### config.mk
export PLATFORM = sky130hd
export DESIGN_NAME = two_beam_direction_counter_top
export DESIGN_NICKNAME = d
export VERILOG_FILES = /design/src/design/tdc_pkg.sv /design/src/design/two_beam_direction_counter_top.sv /design/src/design/tdc_beam.sv
export SDC_FILE = /design/constraint.sdc
export NUM_CORES = 1
export LEC_CHECK = 0
export BUFFER_PORTS_ARGS = -buffer_cell sky130_fd_sc_hd__buf_2
export CORE_AREA = 2 2 166 168
export CTS_BUF_LIST = sky130_fd_sc_hd__clkbuf_16
export DETAILED_ROUTE_END_ITERATION = 10
export DIE_AREA = 0 0 168 170
export GPL_TIMING_DRIVEN = 0
export PLACE_DENSITY = 0.68
export SLEW_MARGIN = 20
export SYNTH_ARGS = -nofsm -noshare
export SYNTH_HDL_FRONTEND = slang
export SYNTH_SLANG_ARGS = --single-unit
export TNS_END_PERCENT = 100
### constraint.sdc
create_clock -name clk -period 8.2 [get_ports clk]
set_input_delay 0.82 -clock clk [delete_from_list [all_inputs] [get_ports clk]]
set_output_delay 0.82 -clock clk [all_outputs]
set_load 0.03 [all_outputs]
### src/design/tdc_pkg.sv
`default_nettype none

package tdc_pkg;

  // Window sums and levels are 13 bits and saturate at full scale
  localparam int unsigned ACC_W = 13;
  localparam logic [ACC_W-1:0] ACC_MAX = 13'h1FFF;

  // Configuration register map
  localparam int unsigned CFG_IDX_W = 2;
  localparam logic [CFG_IDX_W-1:0] REG_LOWER = 2'd0;
  localparam logic [CFG_IDX_W-1:0] REG_UPPER = 2'd1;

  // Threshold reset values
  localparam logic [ACC_W-1:0] LOWER_RESET = 13'd57;
  localparam logic [ACC_W-1:0] UPPER_RESET = 13'd123;

  // Crossing event codes
  localparam logic [1:0] EV_NONE = 2'd0;
  localparam logic [1:0] EV_IN   = 2'd1;
  localparam logic [1:0] EV_OUT  = 2'd2;

  // Updated judgement and level of one beam
  typedef struct packed {
    logic             blocked;
    logic [ACC_W-1:0] level;
  } beam_status_t;

endpackage

`default_nettype wire

### src/design/two_beam_direction_counter_top.sv
`default_nettype none

// Two-beam infrared direction counter. Each request is one LED modulation
// tick carrying the LED state and one ADC code per receiver; every request
// yields exactly one result with the crossing event, both beam judgements and
// both levels. One request is taken per clock cycle; each accepted request
// passes the input register, then one compute stage that updates the beam
// state and loads the result register. Throughput drops only while the
// result register is held by out_ready low. Threshold writes on the cfg
// port are always taken and should happen while idle.
module two_beam_direction_counter_top
  import tdc_pkg::*;
#(
  parameter int unsigned SUPERSAMPLE = 2,
  parameter int unsigned SAMPLE_BITS = 12
) (
  input  wire logic                   clk,
  input  wire logic                   rst_n,

  input  wire logic                   in_valid,
  output      logic                   in_ready,
  input  wire logic                   in_led_on,
  input  wire logic [SAMPLE_BITS-1:0] in_inside_sample,
  input  wire logic [SAMPLE_BITS-1:0] in_outside_sample,

  output      logic                   out_valid,
  input  wire logic                   out_ready,
  output      logic [1:0]             out_crossing_event,
  output      logic                   out_inside_blocked,
  output      logic                   out_outside_blocked,
  output      logic [ACC_W-1:0]       out_inside_level,
  output      logic [ACC_W-1:0]       out_outside_level,

  input  wire logic                   cfg_valid,
  output      logic                   cfg_ready,
  input  wire logic [CFG_IDX_W-1:0]   cfg_index,
  input  wire logic [ACC_W-1:0]       cfg_data
);

  localparam int unsigned PERIOD = 2 * SUPERSAMPLE;
  localparam int unsigned PH_W   = (PERIOD > 2) ? $clog2(PERIOD) : 1;

  // Direction machine codes
  localparam logic [2:0] ST_IDLE      = 3'd0;
  localparam logic [2:0] ST_IN_FIRST  = 3'd1;
  localparam logic [2:0] ST_IN_BOTH   = 3'd2;
  localparam logic [2:0] ST_IN_LAST   = 3'd3;
  localparam logic [2:0] ST_OUT_FIRST = 3'd4;
  localparam logic [2:0] ST_OUT_BOTH  = 3'd5;
  localparam logic [2:0] ST_OUT_LAST  = 3'd6;

  logic [ACC_W-1:0]       lower_r;
  logic [ACC_W-1:0]       upper_r;

  logic                   s1_valid_r;
  logic                   s1_lit_r;
  logic [SAMPLE_BITS-1:0] s1_ins_r;
  logic [SAMPLE_BITS-1:0] s1_outs_r;

  logic [PH_W-1:0]        phase_r, phase_nxt;
  logic [2:0]             dir_r, dir_nxt;
  logic [1:0]             event_nxt;
  logic                   window_end;

  logic                   out_valid_r;
  logic [1:0]             event_r;
  beam_status_t           ins_stat_r, outs_stat_r;
  beam_status_t           ins_stat, outs_stat;

  logic                   advance;
  logic                   compute;
  logic                   ib, ob;

  // Hold the threshold registers
  assign cfg_ready = 1'b1;

  always_ff @(posedge clk) begin
    if (!rst_n) begin
      lower_r <= LOWER_RESET;
      upper_r <= UPPER_RESET;
    end else if (cfg_valid) begin
      unique case (cfg_index)
        REG_LOWER: lower_r <= cfg_data;
        REG_UPPER: upper_r <= cfg_data;
        default: ;
      endcase
    end
  end

  // Handshake: the compute stage moves when the result register frees up
  assign advance  = !out_valid_r || out_ready;
  assign compute  = s1_valid_r && advance;
  assign in_ready = !s1_valid_r || advance;

  // Capture the request
  always_ff @(posedge clk) begin
    if (!rst_n) begin
      s1_valid_r <= 1'b0;
    end else if (in_ready) begin
      s1_valid_r <= in_valid;
    end
  end

  always_ff @(posedge clk) begin
    if (in_valid && in_ready) begin
      s1_lit_r  <= in_led_on;
      s1_ins_r  <= in_inside_sample;
      s1_outs_r <= in_outside_sample;
    end
  end

  // Advance the window position; a window closes at wrap and one tick before
  assign phase_nxt  = (phase_r == PH_W'(PERIOD - 1)) ? '0 : phase_r + PH_W'(1);
  assign window_end = (phase_nxt == '0) || (phase_nxt == PH_W'(PERIOD - 1));

  tdc_beam #(
    .SAMPLE_BITS (SAMPLE_BITS)
  ) u_beam_in (
    .clk        (clk),
    .rst_n      (rst_n),
    .step       (compute),
    .lit        (s1_lit_r),
    .code       (s1_ins_r),
    .window_end (window_end),
    .lower_thr  (lower_r),
    .upper_thr  (upper_r),
    .status     (ins_stat)
  );

  tdc_beam #(
    .SAMPLE_BITS (SAMPLE_BITS)
  ) u_beam_out (
    .clk        (clk),
    .rst_n      (rst_n),
    .step       (compute),
    .lit        (s1_lit_r),
    .code       (s1_outs_r),
    .window_end (window_end),
    .lower_thr  (lower_r),
    .upper_thr  (upper_r),
    .status     (outs_stat)
  );

  assign ib = ins_stat.blocked;
  assign ob = outs_stat.blocked;

  // Track the order in which the beams block and clear
  always_comb begin
    dir_nxt   = dir_r;
    event_nxt = EV_NONE;
    unique case (dir_r)
      ST_IN_FIRST: begin
        if (ob) dir_nxt = ST_IN_BOTH;
        else if (!ib) dir_nxt = ST_IDLE;
      end
      ST_IN_BOTH: begin
        if (!ib) dir_nxt = ST_IN_LAST;
        else if (!ob) dir_nxt = ST_IN_FIRST;
      end
      ST_IN_LAST: begin
        if (ib) begin
          dir_nxt = ST_IN_BOTH;
        end else if (!ob) begin
          dir_nxt   = ST_IDLE;
          event_nxt = EV_IN;
        end
      end
      ST_OUT_FIRST: begin
        if (ib) dir_nxt = ST_OUT_BOTH;
        else if (!ob) dir_nxt = ST_IDLE;
      end
      ST_OUT_BOTH: begin
        if (!ob) dir_nxt = ST_OUT_LAST;
        else if (!ib) dir_nxt = ST_OUT_FIRST;
      end
      ST_OUT_LAST: begin
        if (ob) begin
          dir_nxt = ST_OUT_BOTH;
        end else if (!ib) begin
          dir_nxt   = ST_IDLE;
          event_nxt = EV_OUT;
        end
      end
      default: begin
        if (ob) dir_nxt = ST_OUT_FIRST;
        else if (ib) dir_nxt = ST_IN_FIRST;
        else dir_nxt = ST_IDLE;
      end
    endcase
  end

  always_ff @(posedge clk) begin
    if (!rst_n) begin
      phase_r <= '0;
      dir_r   <= ST_IDLE;
    end else if (compute) begin
      phase_r <= phase_nxt;
      dir_r   <= dir_nxt;
    end
  end

  // Load the result register
  always_ff @(posedge clk) begin
    if (!rst_n) begin
      out_valid_r <= 1'b0;
    end else if (advance) begin
      out_valid_r <= s1_valid_r;
    end
  end

  always_ff @(posedge clk) begin
    if (compute) begin
      event_r     <= event_nxt;
      ins_stat_r  <= ins_stat;
      outs_stat_r <= outs_stat;
    end
  end

  assign out_valid           = out_valid_r;
  assign out_crossing_event  = event_r;
  assign out_inside_blocked  = ins_stat_r.blocked;
  assign out_outside_blocked = outs_stat_r.blocked;
  assign out_inside_level    = ins_stat_r.level;
  assign out_outside_level   = outs_stat_r.level;

  // A crossing completes only with both beams clear
  a_event_clear: assert property (@(posedge clk) disable iff (!rst_n)
    out_valid_r && (event_r != EV_NONE) |-> !ins_stat_r.blocked && !outs_stat_r.blocked)
    else $error("crossing reported while a beam is blocked");

  // A reported crossing leaves the direction machine idle
  a_event_idle: assert property (@(posedge clk) disable iff (!rst_n)
    out_valid_r && (event_r != EV_NONE) |-> dir_r == ST_IDLE)
    else $error("direction machine not idle after a crossing");

  // A held result freezes the window and direction state
  a_stall_hold: assert property (@(posedge clk) disable iff (!rst_n)
    out_valid_r && !out_ready |=> $stable(phase_r) && $stable(dir_r))
    else $error("state advanced while the result was held");

endmodule

`default_nettype wire

### src/design/tdc_beam.sv
`default_nettype none

module tdc_beam
  import tdc_pkg::*;
#(
  parameter int unsigned SAMPLE_BITS = 12
) (
  input  wire logic                   clk,
  input  wire logic                   rst_n,
  input  wire logic                   step,
  input  wire logic                   lit,
  input  wire logic [SAMPLE_BITS-1:0] code,
  input  wire logic                   window_end,
  input  wire logic [ACC_W-1:0]       lower_thr,
  input  wire logic [ACC_W-1:0]       upper_thr,
  output beam_status_t                status
);

  localparam int unsigned SUM_W = ((SAMPLE_BITS > ACC_W) ? SAMPLE_BITS : ACC_W) + 1;

  logic [ACC_W-1:0] on_acc_r, on_acc_nxt;
  logic [ACC_W-1:0] off_acc_r, off_acc_nxt;
  logic [ACC_W-1:0] on_lat_r, on_lat_nxt;
  logic [ACC_W-1:0] off_lat_r, off_lat_nxt;
  logic             on_seen_r, on_seen_nxt;
  logic             off_seen_r, off_seen_nxt;
  logic             blocked_r, blocked_nxt;

  logic [ACC_W-1:0] acc_sel;
  logic [SUM_W-1:0] sum;
  logic [ACC_W-1:0] sum_sat;
  logic [ACC_W-1:0] diff;
  logic [ACC_W-1:0] level;
  logic             both_seen;

  // Saturating add into the accumulator picked by the LED phase
  assign acc_sel = lit ? on_acc_r : off_acc_r;
  assign sum     = SUM_W'(acc_sel) + SUM_W'(code);
  assign sum_sat = (sum > SUM_W'(ACC_MAX)) ? ACC_MAX : sum[ACC_W-1:0];

  // Accumulate, then latch and clear at the window end
  always_comb begin
    on_acc_nxt   = on_acc_r;
    off_acc_nxt  = off_acc_r;
    on_lat_nxt   = on_lat_r;
    off_lat_nxt  = off_lat_r;
    on_seen_nxt  = on_seen_r;
    off_seen_nxt = off_seen_r;
    if (lit) begin
      on_acc_nxt = sum_sat;
      if (window_end) begin
        on_lat_nxt  = sum_sat;
        on_acc_nxt  = '0;
        on_seen_nxt = 1'b1;
      end
    end else begin
      off_acc_nxt = sum_sat;
      if (window_end) begin
        off_lat_nxt  = sum_sat;
        off_acc_nxt  = '0;
        off_seen_nxt = 1'b1;
      end
    end
  end

  // Lit minus dark, clamped at zero; zero until both sums are latched
  assign both_seen = on_seen_nxt && off_seen_nxt;
  assign diff      = (on_lat_nxt > off_lat_nxt) ? (on_lat_nxt - off_lat_nxt) : '0;
  assign level     = both_seen ? diff : '0;

  // Judge with hysteresis between the two thresholds
  always_comb begin
    blocked_nxt = blocked_r;
    if (window_end && both_seen) begin
      if (level < lower_thr) begin
        blocked_nxt = 1'b1;
      end else if (level > upper_thr) begin
        blocked_nxt = 1'b0;
      end
    end
  end

  assign status.blocked = blocked_nxt;
  assign status.level   = level;

  always_ff @(posedge clk) begin
    if (!rst_n) begin
      on_acc_r   <= '0;
      off_acc_r  <= '0;
      on_lat_r   <= '0;
      off_lat_r  <= '0;
      on_seen_r  <= 1'b0;
      off_seen_r <= 1'b0;
      blocked_r  <= 1'b0;
    end else if (step) begin
      on_acc_r   <= on_acc_nxt;
      off_acc_r  <= off_acc_nxt;
      on_lat_r   <= on_lat_nxt;
      off_lat_r  <= off_lat_nxt;
      on_seen_r  <= on_seen_nxt;
      off_seen_r <= off_seen_nxt;
      blocked_r  <= blocked_nxt;
    end
  end

endmodule

`default_nettype wire
# --- After elaboration in Yosys (flattened, before gate mapping) ---
# Index checks and enable logic that the tools add are counted.
word_totals:
  ff_bits: 198
  output_inout_bits: 33
  elab_cells: 122
  input_bits: 45
classes:
  n_lt_le_gt_ge: 8
  mux: 51
  eq_ne: 11
  n_reduce_logical: 18
  bitwise: 1
  addsub: 5
op_table:
  columns: ["operator", "count"]
  rows:
  - ["two-way mux 13 bit", 18]
  - ["> comparator 13 bit", 4]
  - ["two-way mux 3 bit", 11]
  - ["adder 13 x 12 -> 14 bit", 2]
  - ["> comparator 14 x 13 -> 1 bit (second input constant)", 2]
  - ["< comparator 13 bit", 2]
  - ["subtractor 13 bit", 2]
  - ["one-hot mux 3 bit (6 select lines)", 1]
  - ["two-way mux 1 bit", 17]
  - ["== test 3 bit (second input constant)", 3]
  - ["AND reduction 2 bit", 4]
  - ["== test 3 x 2 -> 1 bit (second input constant)", 2]
  - ["logical AND 1 bit", 6]
  - ["two-way mux 2 bit", 3]
  - ["inequality test 3 bit (second input constant)", 2]
  - ["== test 2 bit (second input constant)", 2]
  - ["zero test 2 bit", 2]
  - ["one-hot mux 2 bit (2 select lines)", 1]
  - ["== test 3 x 1 -> 1 bit (second input constant)", 1]
  - ["logical OR 1 bit", 3]
  - ["AND reduction 3 bit", 1]
  - ["adder 2 x 1 -> 2 bit (second input constant)", 1]
  - ["== test 2 x 1 -> 1 bit (second input constant)", 1]
  - ["zero test 1 bit", 2]
  - ["inverter 1 bit", 1]

# --- Longest topological paths before layout ---
logic_depth:
  ltp_word: 16
  ltp_mapped: 42

# --- Modules after synthesis ---
# A second synthesis with hierarchy kept.
hier_totals:
  hier_cells: 1442
  area_unflattened_um2: 12223.0
modules_own_cells:
  columns: ["module", "instances", "area_each_um2", "cells_each"]
  rows:
  - ["tdc_beam (u_beam_in)", 1, 4609.4, 601]
  - ["tdc_beam (u_beam_out)", 1, 4503.1, 605]
  - ["two_beam_direction_counter_top", 1, 3110.5, 236]

# --- Worst setup path after synthesis ---
# No wires, ideal clock.
synth_timing:
  kind: "flip-flop to flip-flop"
  start: "reg s1_lit_r"
  end: "reg event_r[1], in the netlist out_crossing_event[1], data pin"
  arrival_ps: 8149
  path_buffers: 5
  t_required_ps: 8043
  stages_incl_launch_ff: 40
  synth_period_minus_slack_ps: 8306
  setup_slack_ps: -106
  cell_sequence: "edfxtp_1 > buf_4 > clkbuf_1 > buf_1 > mux2i_1 > inv_1 > ha_1 > a21o_1 > a21oi_1 > o21ai_0 > a21oi_1 > o21ai_0 > a21oi_1 > o21ai_0 > a21bo_2 > a31oi_1 > nor3_1 > a211oi_1 > [... 4 more ...] > o21ai_0 > a21oi_1 > o21ai_0 > a31oi_1 > o41ai_1 > clkbuf_1 > nor3_1 > ha_1 > a21o_1 > a21o_1 > a21oi_1 > a2111o_1 > or2_2 > a311oi_1 > o32ai_1 > clkbuf_1 > or3_1 > nor3_1"
synth_lines:
  columns: ["item", "line", "text"]
  rows:
  - ["from (decl)", "two_beam_direction_counter_top.sv:56", "logic s1_lit_r;"]
  - ["from (signal assigned)", "two_beam_direction_counter_top.sv:106", "s1_lit_r <= in_led_on;"]
  - ["to (signal assigned)", "two_beam_direction_counter_top.sv:213", "event_r <= event_nxt;"]
  - ["to (decl)", "two_beam_direction_counter_top.sv:66", "logic [1:0] event_r;"]

==> impl_summary.md <==
Final layout
Cells with a size suffix above 1 make up 17.9% of the layout. Compared with the post-synthesis result, the final layout area differs by 19.1%. The design area is 13900 um2. The repair_antennas step left the layout with diodes totalling 0.

At the end of the flow the core is filled with cells to 52.2%. The area of all sequential standard cells is 4510 um2. For this run, the post-layout net count is 1608.

In the final layout, the multi-input gates occupy 7160 um2. After filler insertion, the fill cell instance count of the layout stands at 2433.

STA
The least setup slack across all paths after layout is 0.239 ns. The final period demand of the worst path is 7.96 ns. At the pin with the least slew margin, the transition time is 1.10 ns. In the finished design, the share of the clock period the worst path needs comes to 97.1%. The maximum clock rate is 126 MHz. The worst slew slack as a fraction of its limit is 25.8%. The hold violation total from the final report was 0. In the final timing run, aggregate negative setup slack is 0 ns.

Setup violations remaining at the end of the flow were counted as 0. The count of pins over their slew limit is 0. For the final database, setup skew stands at 0.0192 ns.

Floorplan
In this run the standard cell core region covers 26700 um2. For this configuration, the core starts out at a cell density of 43.8%. The floorplan step set the die height to 170 um. Pin placement for this block handled 78 I/O pins. The full die area is 28600 um2.

The count of standard-cell rows is 60. The floorplan step set the die width to 168 um.

Hold path
The min-delay analysis places its worst path in the category reg -> reg. The worst hold endpoint is u_beam_in.off_acc_r[11]. The number of stages on the worst hold path is 2. In this run the most critical hold path is launched from u_beam_in.off_acc_r[11].

Setup path
On the worst path, the slowest cell contributes a delay of 0.44 ns. The kind of end point of the critical path is a flop. The end of the worst register-to-register path is out_crossing_event[1]. For the worst setup path, the data required time is 8.47 ns. The launch instance of the worst register-to-register path is s1_lit_r. The maximum net fanout on the critical path is 10. The sort of element at the start of the critical path is a flop. The worst reg-to-reg setup slack is 0.24 ns.

Measured in cells, the most critical reg-to-reg path has a length of 39. The most numerous cell type found on the critical path is o21ai_2. The critical path starts at s1_lit_r. The slowest stage of the critical path belongs to the cell o41a_1. For the worst setup path, the data arrival time is 8.23 ns.

By startpoint and endpoint, the worst setup path is classified as reg -> reg.

Power
The clock network accounts for 35.0% of the total power. Summed over all cells, the static leakage comes to 5.71 nW. IR analysis of the VDD net gives a maximum drop of 0.000155 V. Dividing total power by cell area gives a power density of 189 nW/um2. In this run switching power makes up 33.7% of total power. In this run, the combinational gates consume 24.7% of the power. The switching power total is 0.887 mW.

Sequential cells account for 40.2% of the total power. The internal portion of total power is 1.75 mW. Total power for the finished layout comes to 2.64 mW.

Routing
The first detailed-routing pass ran for 8 iterations. The number of nets with antenna violations after routing is 0. The detailed route wirelength on metal3 is 1600 um. The highest signal layer in the routed design is met4.

The total detailed-routing wirelength is 32800 um. In the detailed route, the total length drawn on met2 is 15500 um. Detailed routing inserted a total of 10400 vias.

The routed wirelength normalized by instance count is 18.1 um. For this block, wires on met1 add up to 15200 um. The first routing iteration left 788 violations. After detailed routing, the number of remaining DRC violations is 0. Using the TritonRoute via totals, the vias-per-cell ratio works out to 5.75.

Place
The post-detailed-placement half-perimeter wirelength is 23900 um. The final weighted congestion in routability-driven placement is 0.891. The pre-CTS setup slack is -2.36 ns.

Summing all placed instances gives a cell area of 12500 um2. The count of buffers added on input and output ports is 75.

Synth
The synthesized netlist devotes 11.4% of its cell area to adder and majority cells. The primary flip-flop cell chosen by synthesis mapping is dfxtp_1. The synthesized design contains 198 register bits. For this run, the number of Yosys warnings is 0. The compound-cell area share of the yosys netlist is 22.3%. In this run the cell area of the synthesized design comes to 11700 um2. The async set-reset flop share out of synthesis is 0%. Dividing the synthesized area by the synthesized cell count gives 8.71 um2. In this run, synthesis inferred 55 flip-flops with an integrated enable.

The distinct cell type count of the synthesized netlist is 78. The dominant combinational cell family by area after synthesis is compound AO/OA/AOI/OAI gates. The sequential fraction of the synthesis area is 38.6%. The synthesized netlist devotes 1.80% of its cell area to XOR and XNOR gates. After technology mapping, the gate count stands at 1342. The simple-gate share of the synthesized area is 16.9%. The post-synthesis mux area share is 4.39%. Counting every net in the synthesized netlist gives 1489.

Clock network
In this run, CTS created clock tree buffers numbering 17. TritonCTS built the clock tree. The clock latency on the worst-skew pair is 0.46 ns. Clock-pin slew was measured on the worst setup and hold paths at 0.09 ns. The clock root buffer master is clkbuf_16. Hold repair after CTS inserted 0 buffers.

Clock tree synthesis found a total of 198 sinks. The CTS H-tree depth is 4. The maximum buffer depth of the clock tree is 2.

Global route
The maximum number of pins on one net before global-route repair is 32. The initial antenna violation count is 0. The wire length of the first global-routing pass is 51700 um. The via count of the first global-routing pass came to 9742.

For this run the aggregate overflow at the end of global routing stands at 0. In the global route stage, overall resource usage came out at 22.7%.

Flow run
Max-cap violations in this run came to 0.

Outcome
The run finished with clean final reports.
-- repair_timing --
action                     in CTS  in global routing
setup endpoints to repair       9                  9
buffers inserted               10                 12
pin swaps                      11                 23
cloned                          2                  0
resized for setup              73                 68
-- registers in the layout, summed over array words and instances, names as in the netlist, 3 cells and up --
register,cells
u_beam_in.on_lat_r,13
lower_r,13
u_beam_in.on_acc_r,13
s1_outs_r,12
s1_ins_r,12
u_beam_out.off_acc_r,13
u_beam_out.off_lat_r,13
u_beam_out.on_lat_r,13
u_beam_out.on_acc_r,13
out_outside_level,13
dir_r,3
u_beam_in.off_lat_r,13
out_inside_level,13
upper_r,13
u_beam_in.off_acc_r,13
-- through the flow --
step / cells / hold WS [ns]
6_report: 1815 / 0.457
4_1_cts: 1803 / 0.458
3_3_place_gp: 1758 / 0.430
5_1_grt: 1815 / 0.478
3_5_place_dp: 1759 / 0.440
2_1_floorplan: 1342 / 0.419
-- placed cells by master, fill, tap and decap left out, types with 12 or more instances in the layout --
cell type	count
a211oi_1	13
ha_1	92
a22o_1	14
nand2b_1	12
o21a_1	16
a21oi_1	97
buf_2	77
clkbuf_16	18
o211ai_1	21
o21ai_0	77
mux2i_1	18
clkbuf_1	45
a31oi_1	19
nor2b_1	14
nand4_1	15
buf_4	24
o21ai_1	12
nand2_1	157
nor2_1	124
mux2_2	25
xnor2_1	17
nand3_1	27
edfxtp_1	55
inv_1	70
nor3_1	24
o31ai_1	12
a21o_1	18
dfxtp_1	143
-- worst max-delay path by stage --
stage                                  to  slack [ns]
floorplan           out_crossing_event[1]        0.03
global placement    out_crossing_event[1]       -2.25
detailed placement  out_crossing_event[1]       -2.36
CTS                 out_crossing_event[1]        0.03
global route        out_crossing_event[1]       -0.09
finish              out_crossing_event[1]        0.24
-- power groups by stage --
stage	Sequential, mW	Clock (mW)	Combinational (mW)
CTS	1.06	0.933	0.594
finish	1.06	0.923	0.652
detailed placement	1.08	0	0.550
floorplan	1.09	0	0.398
global placement	1.08	0	0.542
global route	1.06	0.974	0.710
-- synthesized netlist by cell type (all sizes together) (16+ instances only) --
cell type  count  area [um2]
o211ai        22         170
a21o          18         135
dfxtp        143        2860
nand3         27         135
o21a          16         120
nor3          38         200
nor2         129         484
xnor2         17         149
mux2i         22         220
a211oi        17         158
o21ai        101         524
a21oi        104         524
mux2          26         293
clkbuf        52         195
ha            98        1230
a31oi         23         144
inv           73         274
edfxtp        55        1650
nand2        157         589
-- cell type report --
class / count / area share (%)
timing repair buffer: 100 / 4.10
inverter: 74 / 2.00
tap: 341 / 3.07
clock inverter: 15 / 1.64
sequential: 198 / 32.4
clock buffer: 17 / 3.06
multi-input combinational: 1009 / 51.4
buffer: 61 / 2.29
-- metal layers --
| metal | vias up | GRT usage [%] |
|---|---|---|
| met5 | - | 0 |
| met4 | 0 | 7.37 |
| met3 | 40 | 3.09 |
| met2 | 324 | 37.5 |
| met1 | 4964 | 30.8 |
| li1 | 5115 | - |
-- worst max-delay path: cells and delay by family, from the launching register on --
kind | cells | cell delay [ns]
and+or+nand+nor | 9 | 1.80
adders and majority gates | 4 | 1.01
muxes | 3 | 0.86
buffers and inverters | 7 | 0.77
DFF | 1 | 0.38
AOI/OAI and AO/OA | 16 | 2.93
-- cells by family (layout without fill, tap and decap cells) --
logic type | count (synthesis) | count (layout)
compound gates | 396 | 396
xor+xnor | 24 | 24
fa+ha+maj | 104 | 104
buf+inv | 135 | 267
flops | 198 | 198
mux | 48 | 48
other cells | 1 | 1
simple gates | 436 | 436
Note: power is estimated with default switching activity, not from simulation.
